`src/hdl/wma3_pkg.sv`:
```
// ----------------------------------------------------------------------------
// wma3_pkg
// Shared types and constants of the three-channel windowed moving average.
// ----------------------------------------------------------------------------
package wma3_pkg;

	localparam int SITES_DEF      = 8;
	localparam int MAX_WINDOW_DEF = 256;

	localparam int CHANNELS = 3;
	localparam int SAMPLE_W = 16;
	localparam int SUM_W    = 24;
	localparam int COUNT_W  = 16;
	localparam int WIN_W    = 9;
	localparam int SITE_IN_W = 3;

	localparam logic [WIN_W-1:0]   WINDOW_RESET = 9'd200;
	localparam logic [COUNT_W-1:0] COUNT_MAX    = 16'hFFFF;

	typedef logic signed [SAMPLE_W-1:0] sample_t;
	typedef logic signed [SUM_W-1:0]    sum_t;

	// Per-request control that the sequencer sends to every channel lane.
	typedef struct packed {
		logic start;
		logic drop;
	} lane_ctrl_t;

	typedef enum logic [2:0] {
		ST_CLEAR,
		ST_IDLE,
		ST_LOOK,
		ST_READ,
		ST_UPD,
		ST_DIV,
		ST_OUT
	} wma3_state_t;

endpackage

```
`src/hdl/wma3_div.sv`:
```
// ----------------------------------------------------------------------------
// wma3_div
// Restoring divider, one quotient bit per cycle: signed running sum by an
// unsigned divisor, truncated toward zero and saturated to 16 bits.
// ----------------------------------------------------------------------------
module wma3_div #(
	parameter int DEN_W = 9
) (
	input  logic                    clk,
	input  logic                    arst_n,
	input  logic                    start,
	input  wma3_pkg::sum_t          num,
	input  logic [DEN_W-1:0]        den,
	output wma3_pkg::sample_t       quot,
	output logic                    done
);

	localparam int NUM_W  = wma3_pkg::SUM_W;
	localparam int STEP_W = $clog2(NUM_W + 1);

	logic              busy_q;
	logic              fin_q;
	logic              done_q;
	logic [STEP_W-1:0] step_q;
	logic              neg_q;
	logic [NUM_W-1:0]  quo_q;
	logic [DEN_W-1:0]  rem_q;
	logic [DEN_W-1:0]  den_q;
	wma3_pkg::sample_t avg_q;

	logic [DEN_W:0]    trial;
	logic              ge;
	logic [DEN_W:0]    trial_sub;
	logic [15:0]       neg_lo;

	assign trial     = {rem_q, quo_q[NUM_W-1]};
	assign ge        = trial >= {1'b0, den_q};
	assign trial_sub = trial - {1'b0, den_q};
	assign neg_lo    = ~quo_q[15:0] + 16'd1;

	always_ff @(posedge clk or negedge arst_n) begin
		if (!arst_n) begin
			busy_q <= 1'b0;
			fin_q  <= 1'b0;
			done_q <= 1'b0;
			step_q <= '0;
		end else begin
			done_q <= 1'b0;
			if (start) begin
				busy_q <= 1'b1;
				fin_q  <= 1'b0;
				step_q <= '0;
			end else if (busy_q) begin
				step_q <= step_q + STEP_W'(1);
				if (step_q == STEP_W'(NUM_W - 1)) begin
					busy_q <= 1'b0;
					fin_q  <= 1'b1;
				end
			end else if (fin_q) begin
				fin_q  <= 1'b0;
				done_q <= 1'b1;
			end
		end
	end

	always_ff @(posedge clk) begin
		if (start) begin
			neg_q <= num[NUM_W-1];
			quo_q <= num[NUM_W-1] ? NUM_W'(-num) : NUM_W'(num);
			rem_q <= '0;
			den_q <= den;
		end else if (busy_q) begin
			rem_q <= ge ? trial_sub[DEN_W-1:0] : trial[DEN_W-1:0];
			quo_q <= {quo_q[NUM_W-2:0], ge};
		end
		if (fin_q) begin
			// Magnitude quotient is saturated before the sign is put back.
			if (!neg_q) begin
				avg_q <= (quo_q > NUM_W'(32767)) ? 16'sh7FFF : wma3_pkg::sample_t'(quo_q[15:0]);
			end else begin
				avg_q <= (quo_q > NUM_W'(32768)) ? 16'sh8000 : wma3_pkg::sample_t'(neg_lo);
			end
		end
	end

	assign quot = avg_q;
	assign done = done_q;

endmodule

```
`src/hdl/wma3_lane.sv`:
```
// ----------------------------------------------------------------------------
// wma3_lane
// One channel lane: updates the running sum with the new sample, drops the
// oldest sample once the window is full, and divides the sum for the average.
// ----------------------------------------------------------------------------
module wma3_lane #(
	parameter int DEN_W = 9
) (
	input  logic                 clk,
	input  logic                 arst_n,
	input  wma3_pkg::lane_ctrl_t ctrl,
	input  wma3_pkg::sum_t       sum_old,
	input  wma3_pkg::sample_t    oldest,
	input  wma3_pkg::sample_t    sample,
	input  logic [DEN_W-1:0]     den,
	output wma3_pkg::sum_t       sum_new,
	output wma3_pkg::sample_t    avg,
	output logic                 done
);

	localparam int SUM_W = wma3_pkg::SUM_W;
	localparam int EXT_W = wma3_pkg::SUM_W - wma3_pkg::SAMPLE_W;

	wma3_pkg::sum_t sum_next;
	wma3_pkg::sum_t sum_q;
	wma3_pkg::sum_t old_ext;
	wma3_pkg::sum_t smp_ext;

	assign old_ext  = ctrl.drop ? {{EXT_W{oldest[15]}}, oldest} : '0;
	assign smp_ext  = {{EXT_W{sample[15]}}, sample};
	// The sum wraps at 24 bits, as two's complement.
	assign sum_next = SUM_W'(sum_old - old_ext + smp_ext);

	always_ff @(posedge clk) begin
		if (ctrl.start) begin
			sum_q <= sum_next;
		end
	end

	wma3_div #(
		.DEN_W(DEN_W)
	) u_div (
		.clk   (clk),
		.arst_n(arst_n),
		.start (ctrl.start),
		.num   (sum_next),
		.den   (den),
		.quot  (avg),
		.done  (done)
	);

	assign sum_new = sum_q;

endmodule

```
`config.mk`:
```
export PLATFORM = sky130hd
export DESIGN_NAME = wma3_lane
export DESIGN_NICKNAME = d
export VERILOG_FILES = /design/src/hdl/wma3_pkg.sv /design/src/hdl/wma3_div.sv /design/src/hdl/wma3_lane.sv
export SDC_FILE = /design/constraint.sdc
export NUM_CORES = 1
export LEC_CHECK = 0
export BUFFER_PORTS_ARGS = -buffer_cell sky130_fd_sc_hd__buf_2
export CAP_MARGIN = 20
export CORE_MARGIN = 2
export CORE_UTILIZATION = 30
export CTS_CLUSTER_SIZE = 40
export DETAILED_ROUTE_END_ITERATION = 12
export HOLD_SLACK_MARGIN = 0.03
export PLACE_DENSITY = 0.5
export SETUP_SLACK_MARGIN = 0.4
export SKIP_CTS_REPAIR_TIMING = 1
export SKIP_LAST_GASP = 1
export SLEW_MARGIN = 20
export SYNTH_ARGS = -nofsm -noshare
export SYNTH_HDL_FRONTEND = slang
export SYNTH_SLANG_ARGS = --single-unit
```
`constraint.sdc`:
```
create_clock -name clk -period 3.7 [get_ports clk]
set_input_delay 0.185 -clock clk [delete_from_list [all_inputs] [get_ports clk]]
set_output_delay 0.185 -clock clk [all_outputs]
set_load 0.02 [all_outputs]
```
==> results of run 1 <==
-- area by class of cell --
class                   count  area (sq um)
flip-flops and latches     90          2570
clock inverters             7          65.1
repair buffers            263          1840
clock buffers               9           225
fillers                  2350         13100
multi-input cells         544          4600
inverters                 129           488
well taps                 319           399
-- metrics by stage --
step	power, mW	utilization (%)	std cells	hold WS, ps
2_1_floorplan	3.36	-	791	-111
3_3_place_gp	4.42	38.6	1319	41.1
3_5_place_dp	4.43	38.6	1319	34.0
4_1_cts	5.36	39.8	1335	-341
5_1_grt	6.25	43.8	1361	207
6_report	5.84	43.8	1361	211
-- sequential cells by signal (all words and copies together) (netlist names) --
signal        count
u_div.done        1
u_div.step_q      5
u_div.den_q       9
u_div.quo_q      24
u_div.fin_q       1
u_div.rem_q       9
u_div.quot       16
u_div.busy_q      1
sum_new          24
-- kinds of logic after synthesis --
kind of cell | count (synthesis)
adders and majority gates | 60
xor gates and xnor gates | 41
buffers and inverters | 157
and+or+nand+nor | 231
DFF | 90
muxes | 8
AOI/OAI and AO/OA | 204
-- worst register-to-register path, cell delays in order, from the launching register on --
cell      delay [ps]
edfxtp_1         510
or3_4            370
or3_4            340
or3_4            340
or3_4            340
or3_4            360
or3_4            360
nor3_4           120
xnor2_1           80
o21a_1           170
-- worst paths after layout --
path / slack [ps] / startpoint / cells after the start / end
setup / recovery: 160 / ctrl[0] / 15 / u_div.quo_q[22]
hold / removal: 210 / sum_old[0] / 2 / sum_new[0]
setup reg to reg: 450 / u_div.quo_q[2] / 9 / u_div.quot[15]
hold reg to reg: 480 / u_div.rem_q[8] / 2 / u_div.rem_q[8]
max in group asynchronous: 3320 / arst_n / 2 / u_div.fin_q
min in group asynchronous: 220 / arst_n / 2 / u_div.step_q[0]
-- cell usage in the layout (no fill, tap or decap), types with 7 or more instances in the layout --
cell and count:
buf_4 133, inv_1 122, buf_2 107, edfxtp_1 73
nor2_1 65, a21oi_1 63, nand2_1 39, ha_1 24
fa_1 23, o21ai_0 21, and2_1 18, a21o_1 17
xor2_1 17, xnor2_1 17, nand3_1 12, clkbuf_16 12
nor3_1 11, dlygate4sd3_1 10, nand4_1 9, nor2b_1 9
or3_4 9, dfxtp_1 9, o21a_1 8, a21oi_2 8
buf_6 8, dfrtp_1 8, and3_1 7, ha_4 7
-- Yosys cell counts, types with 9 or more instances --
| library cell | number | area, sq um |
|---|---|---|
| nand3_1 | 14 | 70.1 |
| nand4_1 | 9 | 56.3 |
| dfxtp_1 | 9 | 180 |
| or3_1 | 10 | 62.6 |
| nand2_1 | 44 | 165 |
| xnor2_1 | 20 | 175 |
| nor3_1 | 17 | 85.1 |
| xor2_1 | 21 | 184 |
| nor2_1 | 66 | 248 |
| edfxtp_1 | 73 | 2190 |
| o21ai_0 | 34 | 170 |
| nor2b_1 | 10 | 62.6 |
| a21o_1 | 19 | 143 |
| clkbuf_1 | 25 | 93.8 |
| a21oi_1 | 73 | 365 |
| ha_1 | 36 | 450 |
| inv_1 | 129 | 484 |
| and2_1 | 22 | 138 |
| fa_1 | 24 | 480 |
-- routing by layer --
layer / GRT usage, % / vias to the layer above
li1: - / 3246
met1: 20.8 / 2915
met2: 22.5 / 123
met3: 1.54 / 15
met4: 3.55 / 0
met5: 0 / -
-- power groups by stage --
| stage | Combinational [mW] | Clock, mW | Sequential [mW] |
|---|---|---|---|
| after global placement | 2.67 | 0 | 1.74 |
| after global routing | 3.50 | 0.967 | 1.78 |
| after floorplan | 1.63 | 0 | 1.73 |
| after CTS | 2.70 | 0.928 | 1.73 |
| after detailed placement | 2.69 | 0 | 1.75 |
| final | 3.20 | 0.900 | 1.74 |
==> report_table.html, run 1 <==
<table>
<tr><th>Metric</th><th>Value</th></tr>
<tr><th colspan="2">Placement</th></tr>
<tr><td>Routability cong.</td><td>0.810</td></tr>
<tr><td>Cell area reported after detailed placement</td><td>8980 sq um</td></tr>
<tr><td>Number of buffers inserted by port buffering</td><td>109</td></tr>
<tr><td>DPL Wire Length</td><td>13,900 um</td></tr>
<tr><td>Post-placement worst setup slack</td><td>-302 ps</td></tr>
<tr><th colspan="2">Clocking</th></tr>
<tr><td>Library cell used as clock root buffer</td><td>clkbuf_16</td></tr>
<tr><td>Clock tree from TritonCTS</td><td>done</td></tr>
<tr><td>Clock sink total</td><td>90</td></tr>
<tr><td>Clock-pin slew on the worst setup and hold paths</td><td>70 ps</td></tr>
<tr><td>Number of buffers added by the clock tree synthesis step</td><td>9</td></tr>
<tr><td>Clock Path Buffers</td><td>2</td></tr>
<tr><td>Skew-Pair Late Insertion Delay</td><td>340 ps</td></tr>
<tr><td>Clock H-tree levels</td><td>3</td></tr>
<tr><th colspan="2">Cells and area</th></tr>
<tr><td>Antenna diode count</td><td>0</td></tr>
<tr><td>Final Net Count</td><td>1,166</td></tr>
<tr><td>Signed area change from the synthesized netlist to the final layout</td><td>44.5%</td></tr>
<tr><td>Design Area, Final</td><td>10,200 sq um</td></tr>
<tr><td>Fraction of final layout cells sized beyond drive strength 1</td><td>37.1%</td></tr>
<tr><th colspan="2">Pwr</th></tr>
<tr><td>Relative contribution of the clock network to total power</td><td>15.4%</td></tr>
<tr><td>Power Density</td><td>573 nW/um^2</td></tr>
<tr><td>Internal power</td><td>3.51 mW</td></tr>
<tr><td>Share of power burned in registers</td><td>29.7%</td></tr>
<tr><td>Net switching power</td><td>2.33 mW</td></tr>
<tr><td>Worst IR drop on VDD</td><td>0.240 mV</td></tr>
<tr><td>Switching share of total power</td><td>39.9%</td></tr>
<tr><td>Comb pwr share</td><td>54.9%</td></tr>
<tr><td>Leak</td><td>4.51 nW</td></tr>
<tr><th colspan="2">STA</th></tr>
<tr><td>Portion of the clock cycle consumed by the worst path in the final layout</td><td>95.7%</td></tr>
<tr><td>Final critical delay including setup and external delays</td><td>3540 ps</td></tr>
<tr><td>Final WS setup</td><td>160 ps</td></tr>
<tr><td>Max Clk Rate</td><td>282 MHz</td></tr>
<tr><td>Relative slew slack</td><td>31.1%</td></tr>
<tr><td>Fin. max-slew vios</td><td>0</td></tr>
<tr><td>Finish-stage setup viols</td><td>0</td></tr>
<tr><td>Worst Clk Skew</td><td>7.81 ps</td></tr>
<tr><td>Transition time at the pin with the least slew margin</td><td>1030 ps</td></tr>
<tr><td>Final Hold Violating Endpoints</td><td>0</td></tr>
<tr><td>Unrepaired setup endpoints after global routing</td><td>yes</td></tr>
<tr><td>Setup tns final</td><td>0 ps</td></tr>
<tr><th colspan="2">Global routing</th></tr>
<tr><td>Maximum number of pins on one net before global-route repair</td><td>63</td></tr>
<tr><td>Overflow after GRT</td><td>0</td></tr>
<tr><td>Global-route wire length before repair</td><td>28,300 um</td></tr>
<tr><td>Via count of the first global-routing pass</td><td>5,750</td></tr>
<tr><td>Initial antenna violation count</td><td>0</td></tr>
<tr><td>Total Routing Usage GR</td><td>14.2%</td></tr>
<tr><th colspan="2">Routing</th></tr>
<tr><td>Average wire per standard cell</td><td>13.5 um</td></tr>
<tr><td>Iteration count of the initial detailed-routing pass</td><td>4</td></tr>
<tr><td>Met1 wire length</td><td>9100 um</td></tr>
<tr><td>Detailed Route Iter0 Violations</td><td>286</td></tr>
<tr><td>Max layer used</td><td>met4</td></tr>
<tr><td>WL met3</td><td>521 um</td></tr>
<tr><td>Count of unresolved DRC violations after routing</td><td>0</td></tr>
<tr><td>Number of nets with antenna violations after detailed routing</td><td>0</td></tr>
<tr><td>Wirelength, routed</td><td>18,300 um</td></tr>
<tr><td>Via Count</td><td>6,299</td></tr>
<tr><td>Routed wire length on met2</td><td>8500 um</td></tr>
<tr><td>Vias per Instance</td><td>4.63</td></tr>
<tr><th colspan="2">Critical path</th></tr>
<tr><td>Crit. End Element</td><td>flip-flop</td></tr>
<tr><td>Count of buffer and inverter cells on the critical path</td><td>3</td></tr>
<tr><td>Required time of the critical path</td><td>3760 ps</td></tr>
<tr><td>Slowest cell on the critical path</td><td>fa_1</td></tr>
<tr><td>Crit path arrival time</td><td>3600 ps</td></tr>
<tr><td>Cell family with the largest share of critical-path delay</td><td>compound AO/OA/AOI/OAI gates</td></tr>
<tr><td>CP Class</td><td>primary input to flip-flop</td></tr>
<tr><td>CP peak stage delay</td><td>490 ps</td></tr>
<tr><td>Critical path fanouts, max</td><td>7</td></tr>
<tr><td>Crit path launch type</td><td>primary input</td></tr>
<tr><td>Cells traversed along the worst timing path</td><td>buf_12 &gt; and2_4 &gt; fa_1 &gt; inv_2 &gt; ha_4 &gt; a211o_1 &gt; a2111oi_4 &gt; or3_4 &gt; or4b_4 &gt; nand3_4 &gt; o2111ai_4 &gt; buf_6 &gt; o41ai_4 &gt; xnor2_1 &gt; a21oi_1</td></tr>
<tr><th colspan="2">Yosys</th></tr>
<tr><td>Dominant combinational cell family by area after synthesis</td><td>compound AO/OA/AOI/OAI gates</td></tr>
<tr><td>Adder-cell area share of the yosys netlist</td><td>13.2%</td></tr>
<tr><td>Simple-gate area share of the yosys netlist</td><td>17.0%</td></tr>
<tr><td>Main flop type after synthesis</td><td>edfxtp_1</td></tr>
<tr><td>Mean post-synth cell area</td><td>8.91 sq um</td></tr>
<tr><td>Number of nets produced by synthesis</td><td>920</td></tr>
<tr><td>Multiplexer share of the synthesized area</td><td>1.19%</td></tr>
<tr><td>Yosys warnings</td><td>0</td></tr>
<tr><td>Post-Synth XOR/XNOR Area</td><td>5.09%</td></tr>
<tr><td>Async set-or-reset flop fraction in the synthesized netlist</td><td>8.89%</td></tr>
<tr><td>Number of synthesized flops with an enable pin</td><td>73</td></tr>
<tr><td>Post-Synthesis Cells</td><td>791</td></tr>
<tr><td>Netlist area before placement</td><td>7050 sq um</td></tr>
<tr><td>Count of different cell masters after synthesis</td><td>66</td></tr>
<tr><td>Share of synthesized area occupied by flip-flops and latches</td><td>36.5%</td></tr>
<tr><td>Area fraction in compound gates after synthesis</td><td>18.6%</td></tr>
<tr><td>Total of flip-flops plus latches after synthesis</td><td>90</td></tr>
<tr><th colspan="2">Floorplanning</th></tr>
<tr><td>Boundary Pins</td><td>110</td></tr>
<tr><td>Core Box Area</td><td>23,300 sq um</td></tr>
<tr><td>Initial core utilization</td><td>30.3%</td></tr>
<tr><td>Die height</td><td>157 um</td></tr>
<tr><td>FP Rows</td><td>56</td></tr>
<tr><td>Die ar.</td><td>24,700 sq um</td></tr>
<tr><td>Die Wd</td><td>157 um</td></tr>
<tr><th colspan="2">Flow run</th></tr>
<tr><td>Total of max-cap violations</td><td>0</td></tr>
<tr><th colspan="2">Status</th></tr>
<tr><td>Status</td><td>finished, final reports clean</td></tr>
<tr><th colspan="2">Min path</th></tr>
<tr><td>Class of the most critical hold timing path</td><td>primary input to flip-flop</td></tr>
</table>
Power figures use the tool's default switching activity.
==> inputs of run 2 (changes only) <==
==> constraint.sdc (replaced) <==
create_clock -name clk -period 3.35 [get_ports clk]
set_input_delay 0.1675 -clock clk [delete_from_list [all_inputs] [get_ports clk]]
set_output_delay 0.1675 -clock clk [all_outputs]
set_load 0.02 [all_outputs]
==> run 2 against run 1 <==
Effect of this change: the run now ends with setup timing left; setup slack got worse by 280 ps; routed wire length rose by 1.4%; die area did not move; via count rose by 0.97%; global-route usage barely moved; cell area rose by 3.1%; count of clock-buffer cells in the layout did not move; combinational power rose by 18%.
==> report_table.html, run 2 (synthesized netlist as in run 1, its figures left out) <==
<table>
<tr><th>Metric</th><th>Value</th></tr>
<tr><th colspan="2">Pwr</th></tr>
<tr><td>Leak</td><td>4.65 nW</td></tr>
<tr><td>Power Density</td><td>652 nW/um^2</td></tr>
<tr><td>Worst IR drop on VDD</td><td>0.258 mV</td></tr>
<tr><td>Sum of internal, switching and leakage power</td><td>6.85 mW</td></tr>
<tr><th colspan="2">Clocking</th></tr>
<tr><td>Number of buffers added by the clock tree synthesis step</td><td>9</td></tr>
<tr><td>Clock-pin slew on the worst setup and hold paths</td><td>70 ps</td></tr>
<tr><td>Library cell used as clock root buffer</td><td>clkbuf_16</td></tr>
<tr><td>Skew-Pair Late Insertion Delay</td><td>340 ps</td></tr>
<tr><td>Clock sink total</td><td>90</td></tr>
<tr><td>Clock tree from TritonCTS</td><td>done</td></tr>
<tr><td>Clock H-tree levels</td><td>3</td></tr>
<tr><td>Clock Path Buffers</td><td>2</td></tr>
<tr><th colspan="2">Floorplanning</th></tr>
<tr><td>FP Rows</td><td>56</td></tr>
<tr><td>Core Box Area</td><td>23,300 sq um</td></tr>
<tr><td>Die ar.</td><td>24,700 sq um</td></tr>
<tr><td>Die Wd</td><td>157 um</td></tr>
<tr><td>Initial core utilization</td><td>30.3%</td></tr>
<tr><td>Boundary Pins</td><td>110</td></tr>
<tr><td>Die height</td><td>157 um</td></tr>
<tr><th colspan="2">STA</th></tr>
<tr><td>Fin. max-slew vios</td><td>0</td></tr>
<tr><td>Transition time at the pin with the least slew margin</td><td>1000 ps</td></tr>
<tr><td>Unrepaired setup endpoints after global routing</td><td>yes</td></tr>
<tr><td>Final critical delay including setup and external delays</td><td>3470 ps</td></tr>
<tr><td>Final Hold Violating Endpoints</td><td>0</td></tr>
<tr><td>Worst Clk Skew</td><td>8.46 ps</td></tr>
<tr><td>Portion of the clock cycle consumed by the worst path in the final layout</td><td>104%</td></tr>
<tr><td>Max Clk Rate</td><td>288 MHz</td></tr>
<tr><td>Finish-stage setup viols</td><td>5</td></tr>
<tr><td>Relative slew slack</td><td>33.3%</td></tr>
<tr><td>Final WS setup</td><td>-120 ps</td></tr>
<tr><th colspan="2">Routing</th></tr>
<tr><td>Detailed Route Iter0 Violations</td><td>284</td></tr>
<tr><td>Count of unresolved DRC violations after routing</td><td>0</td></tr>
<tr><td>Vias per Instance</td><td>4.61</td></tr>
<tr><td>Via Count</td><td>6,360</td></tr>
<tr><td>Average wire per standard cell</td><td>13.5 um</td></tr>
<tr><td>Number of nets with antenna violations after detailed routing</td><td>0</td></tr>
<tr><td>Wirelength, routed</td><td>18,600 um</td></tr>
<tr><td>Iteration count of the initial detailed-routing pass</td><td>6</td></tr>
<tr><th colspan="2">Placement</th></tr>
<tr><td>Routability cong.</td><td>0.817</td></tr>
<tr><td>Post-placement worst setup slack</td><td>-652 ps</td></tr>
<tr><td>DPL Wire Length</td><td>14,100 um</td></tr>
<tr><td>Number of buffers inserted by port buffering</td><td>109</td></tr>
<tr><th colspan="2">Cells and area</th></tr>
<tr><td>Final Net Count</td><td>1,186</td></tr>
<tr><td>Fraction of final layout cells sized beyond drive strength 1</td><td>39.9%</td></tr>
<tr><td>Antenna diode count</td><td>0</td></tr>
<tr><td>Number of fill cells</td><td>2,333</td></tr>
<tr><td>Signed area change from the synthesized netlist to the final layout</td><td>48.9%</td></tr>
<tr><td>Most common cell after layout, fill and taps aside</td><td>buf_4</td></tr>
<tr><td>Commonest cells after routing, fill and taps aside</td><td>147 x buf_4, 123 x inv_1, 107 x buf_2</td></tr>
<tr><td>Utilization of the core after routing</td><td>45.1%</td></tr>
<tr><th colspan="2">Global routing</th></tr>
<tr><td>Maximum number of pins on one net before global-route repair</td><td>87</td></tr>
<tr><td>Overflow after GRT</td><td>0</td></tr>
<tr><td>Initial antenna violation count</td><td>0</td></tr>
<tr><td>Via count of the first global-routing pass</td><td>5,771</td></tr>
<tr><td>Global-route wire length before repair</td><td>28,200 um</td></tr>
<tr><td>Total Routing Usage GR</td><td>14.2%</td></tr>
<tr><th colspan="2">Min path</th></tr>
<tr><td>Class of the most critical hold timing path</td><td>primary input to flip-flop</td></tr>
<tr><th colspan="2">Critical path</th></tr>
<tr><td>CP Class</td><td>primary input to flip-flop</td></tr>
<tr><td>Crit path arrival time</td><td>3560 ps</td></tr>
<tr><td>Critical path fanouts, max</td><td>4</td></tr>
<tr><td>Crit path launch type</td><td>primary input</td></tr>
<tr><td>Required time of the critical path</td><td>3440 ps</td></tr>
<tr><td>Crit. End Element</td><td>flip-flop</td></tr>
<tr><td>Register-to-Register Setup Slack</td><td>130 ps</td></tr>
<tr><th colspan="2">Status</th></tr>
<tr><td>Status</td><td>finished, violations left</td></tr>
<tr><td>Failing checks</td><td>setup timing</td></tr>
<tr><th colspan="2">Flow run</th></tr>
<tr><td>Total of max-cap violations</td><td>0</td></tr>
</table>
run 2: cell types whose count changed in the layout (fill, tap and decap cells not counted), moves of 4 or more:
| cell | delta |
|---|---|
| a21oi_1 | -9 |
| buf_6 | +5 |
| buf_4 | +14 |
| a21oi_2 | +9 |
| xnor2_2 | +4 |
run 2: stage by stage:
stage / hold WS, ps / area, sq um / instances / setup TNS (ps)
after floorplan: -128 / 7210 / 791 / -2260
after global placement: 21.0 / 9090 / 1332 / -10170
after detailed placement: 20.6 / 9090 / 1332 / -10570
after CTS: -348 / 9450 / 1348 / -2550
after global routing: 181 / 10500 / 1381 / -1280
final: 186 / 10500 / 1381 / -240
run 2: path summary, 6_finish.rpt:
path	start	endpoint	cells past startpoint
worst min-delay path	sum_old[0]	sum_new[0]	2
worst max register to register	u_div.quo_q[1]	u_div.quot[15]	9
min in group asynchronous	arst_n	u_div.step_q[0]	2
worst max-delay path	oldest[1]	u_div.quo_q[21]	15
max in group asynchronous	arst_n	u_div.done	2
worst min register to register	u_div.rem_q[8]	u_div.rem_q[8]	2
run 2: area by class of cell:
type	count	area, sq um	area share [%]
clock buffers	9	225	2.14
flip-flops and latches	90	2570	24.5
inverters	129	488	4.65
repair buffers	283	2000	19.1
clock inverters	7	128	1.22
well taps	319	399	3.80
multi-input cells	544	4690	44.6
run 2: critical path, stage by stage:
cell	delay, ps
buf_2	100
and2_4	150
fa_1	540
inv_2	60
ha_4	220
a211o_4	360
a211oi_4	320
o41ai_2	130
xor2_1	200
nor4_2	280
buf_4	160
nand4_1	230
o31ai_2	280
xnor2_1	100
mux2_2	260
run 2: power breakdown:
part	switching (mW)	internal (mW)	total (mW)
Clock	0.446	0.737	1.18
Sequential	0.258	1.62	1.87
Combinational	1.91	1.88	3.79
run 2: routing by layer:
layer	vias to the layer above	share of wire (%)	GRT usage [%]	routed length (um)
met4	0	0.86	3.25	160
met5	-	0	0	0
li1	3285	-	-	-
met1	2979	48	20.0	8830
met2	89	49	23.7	9150
met3	7	2.4	1.35	446
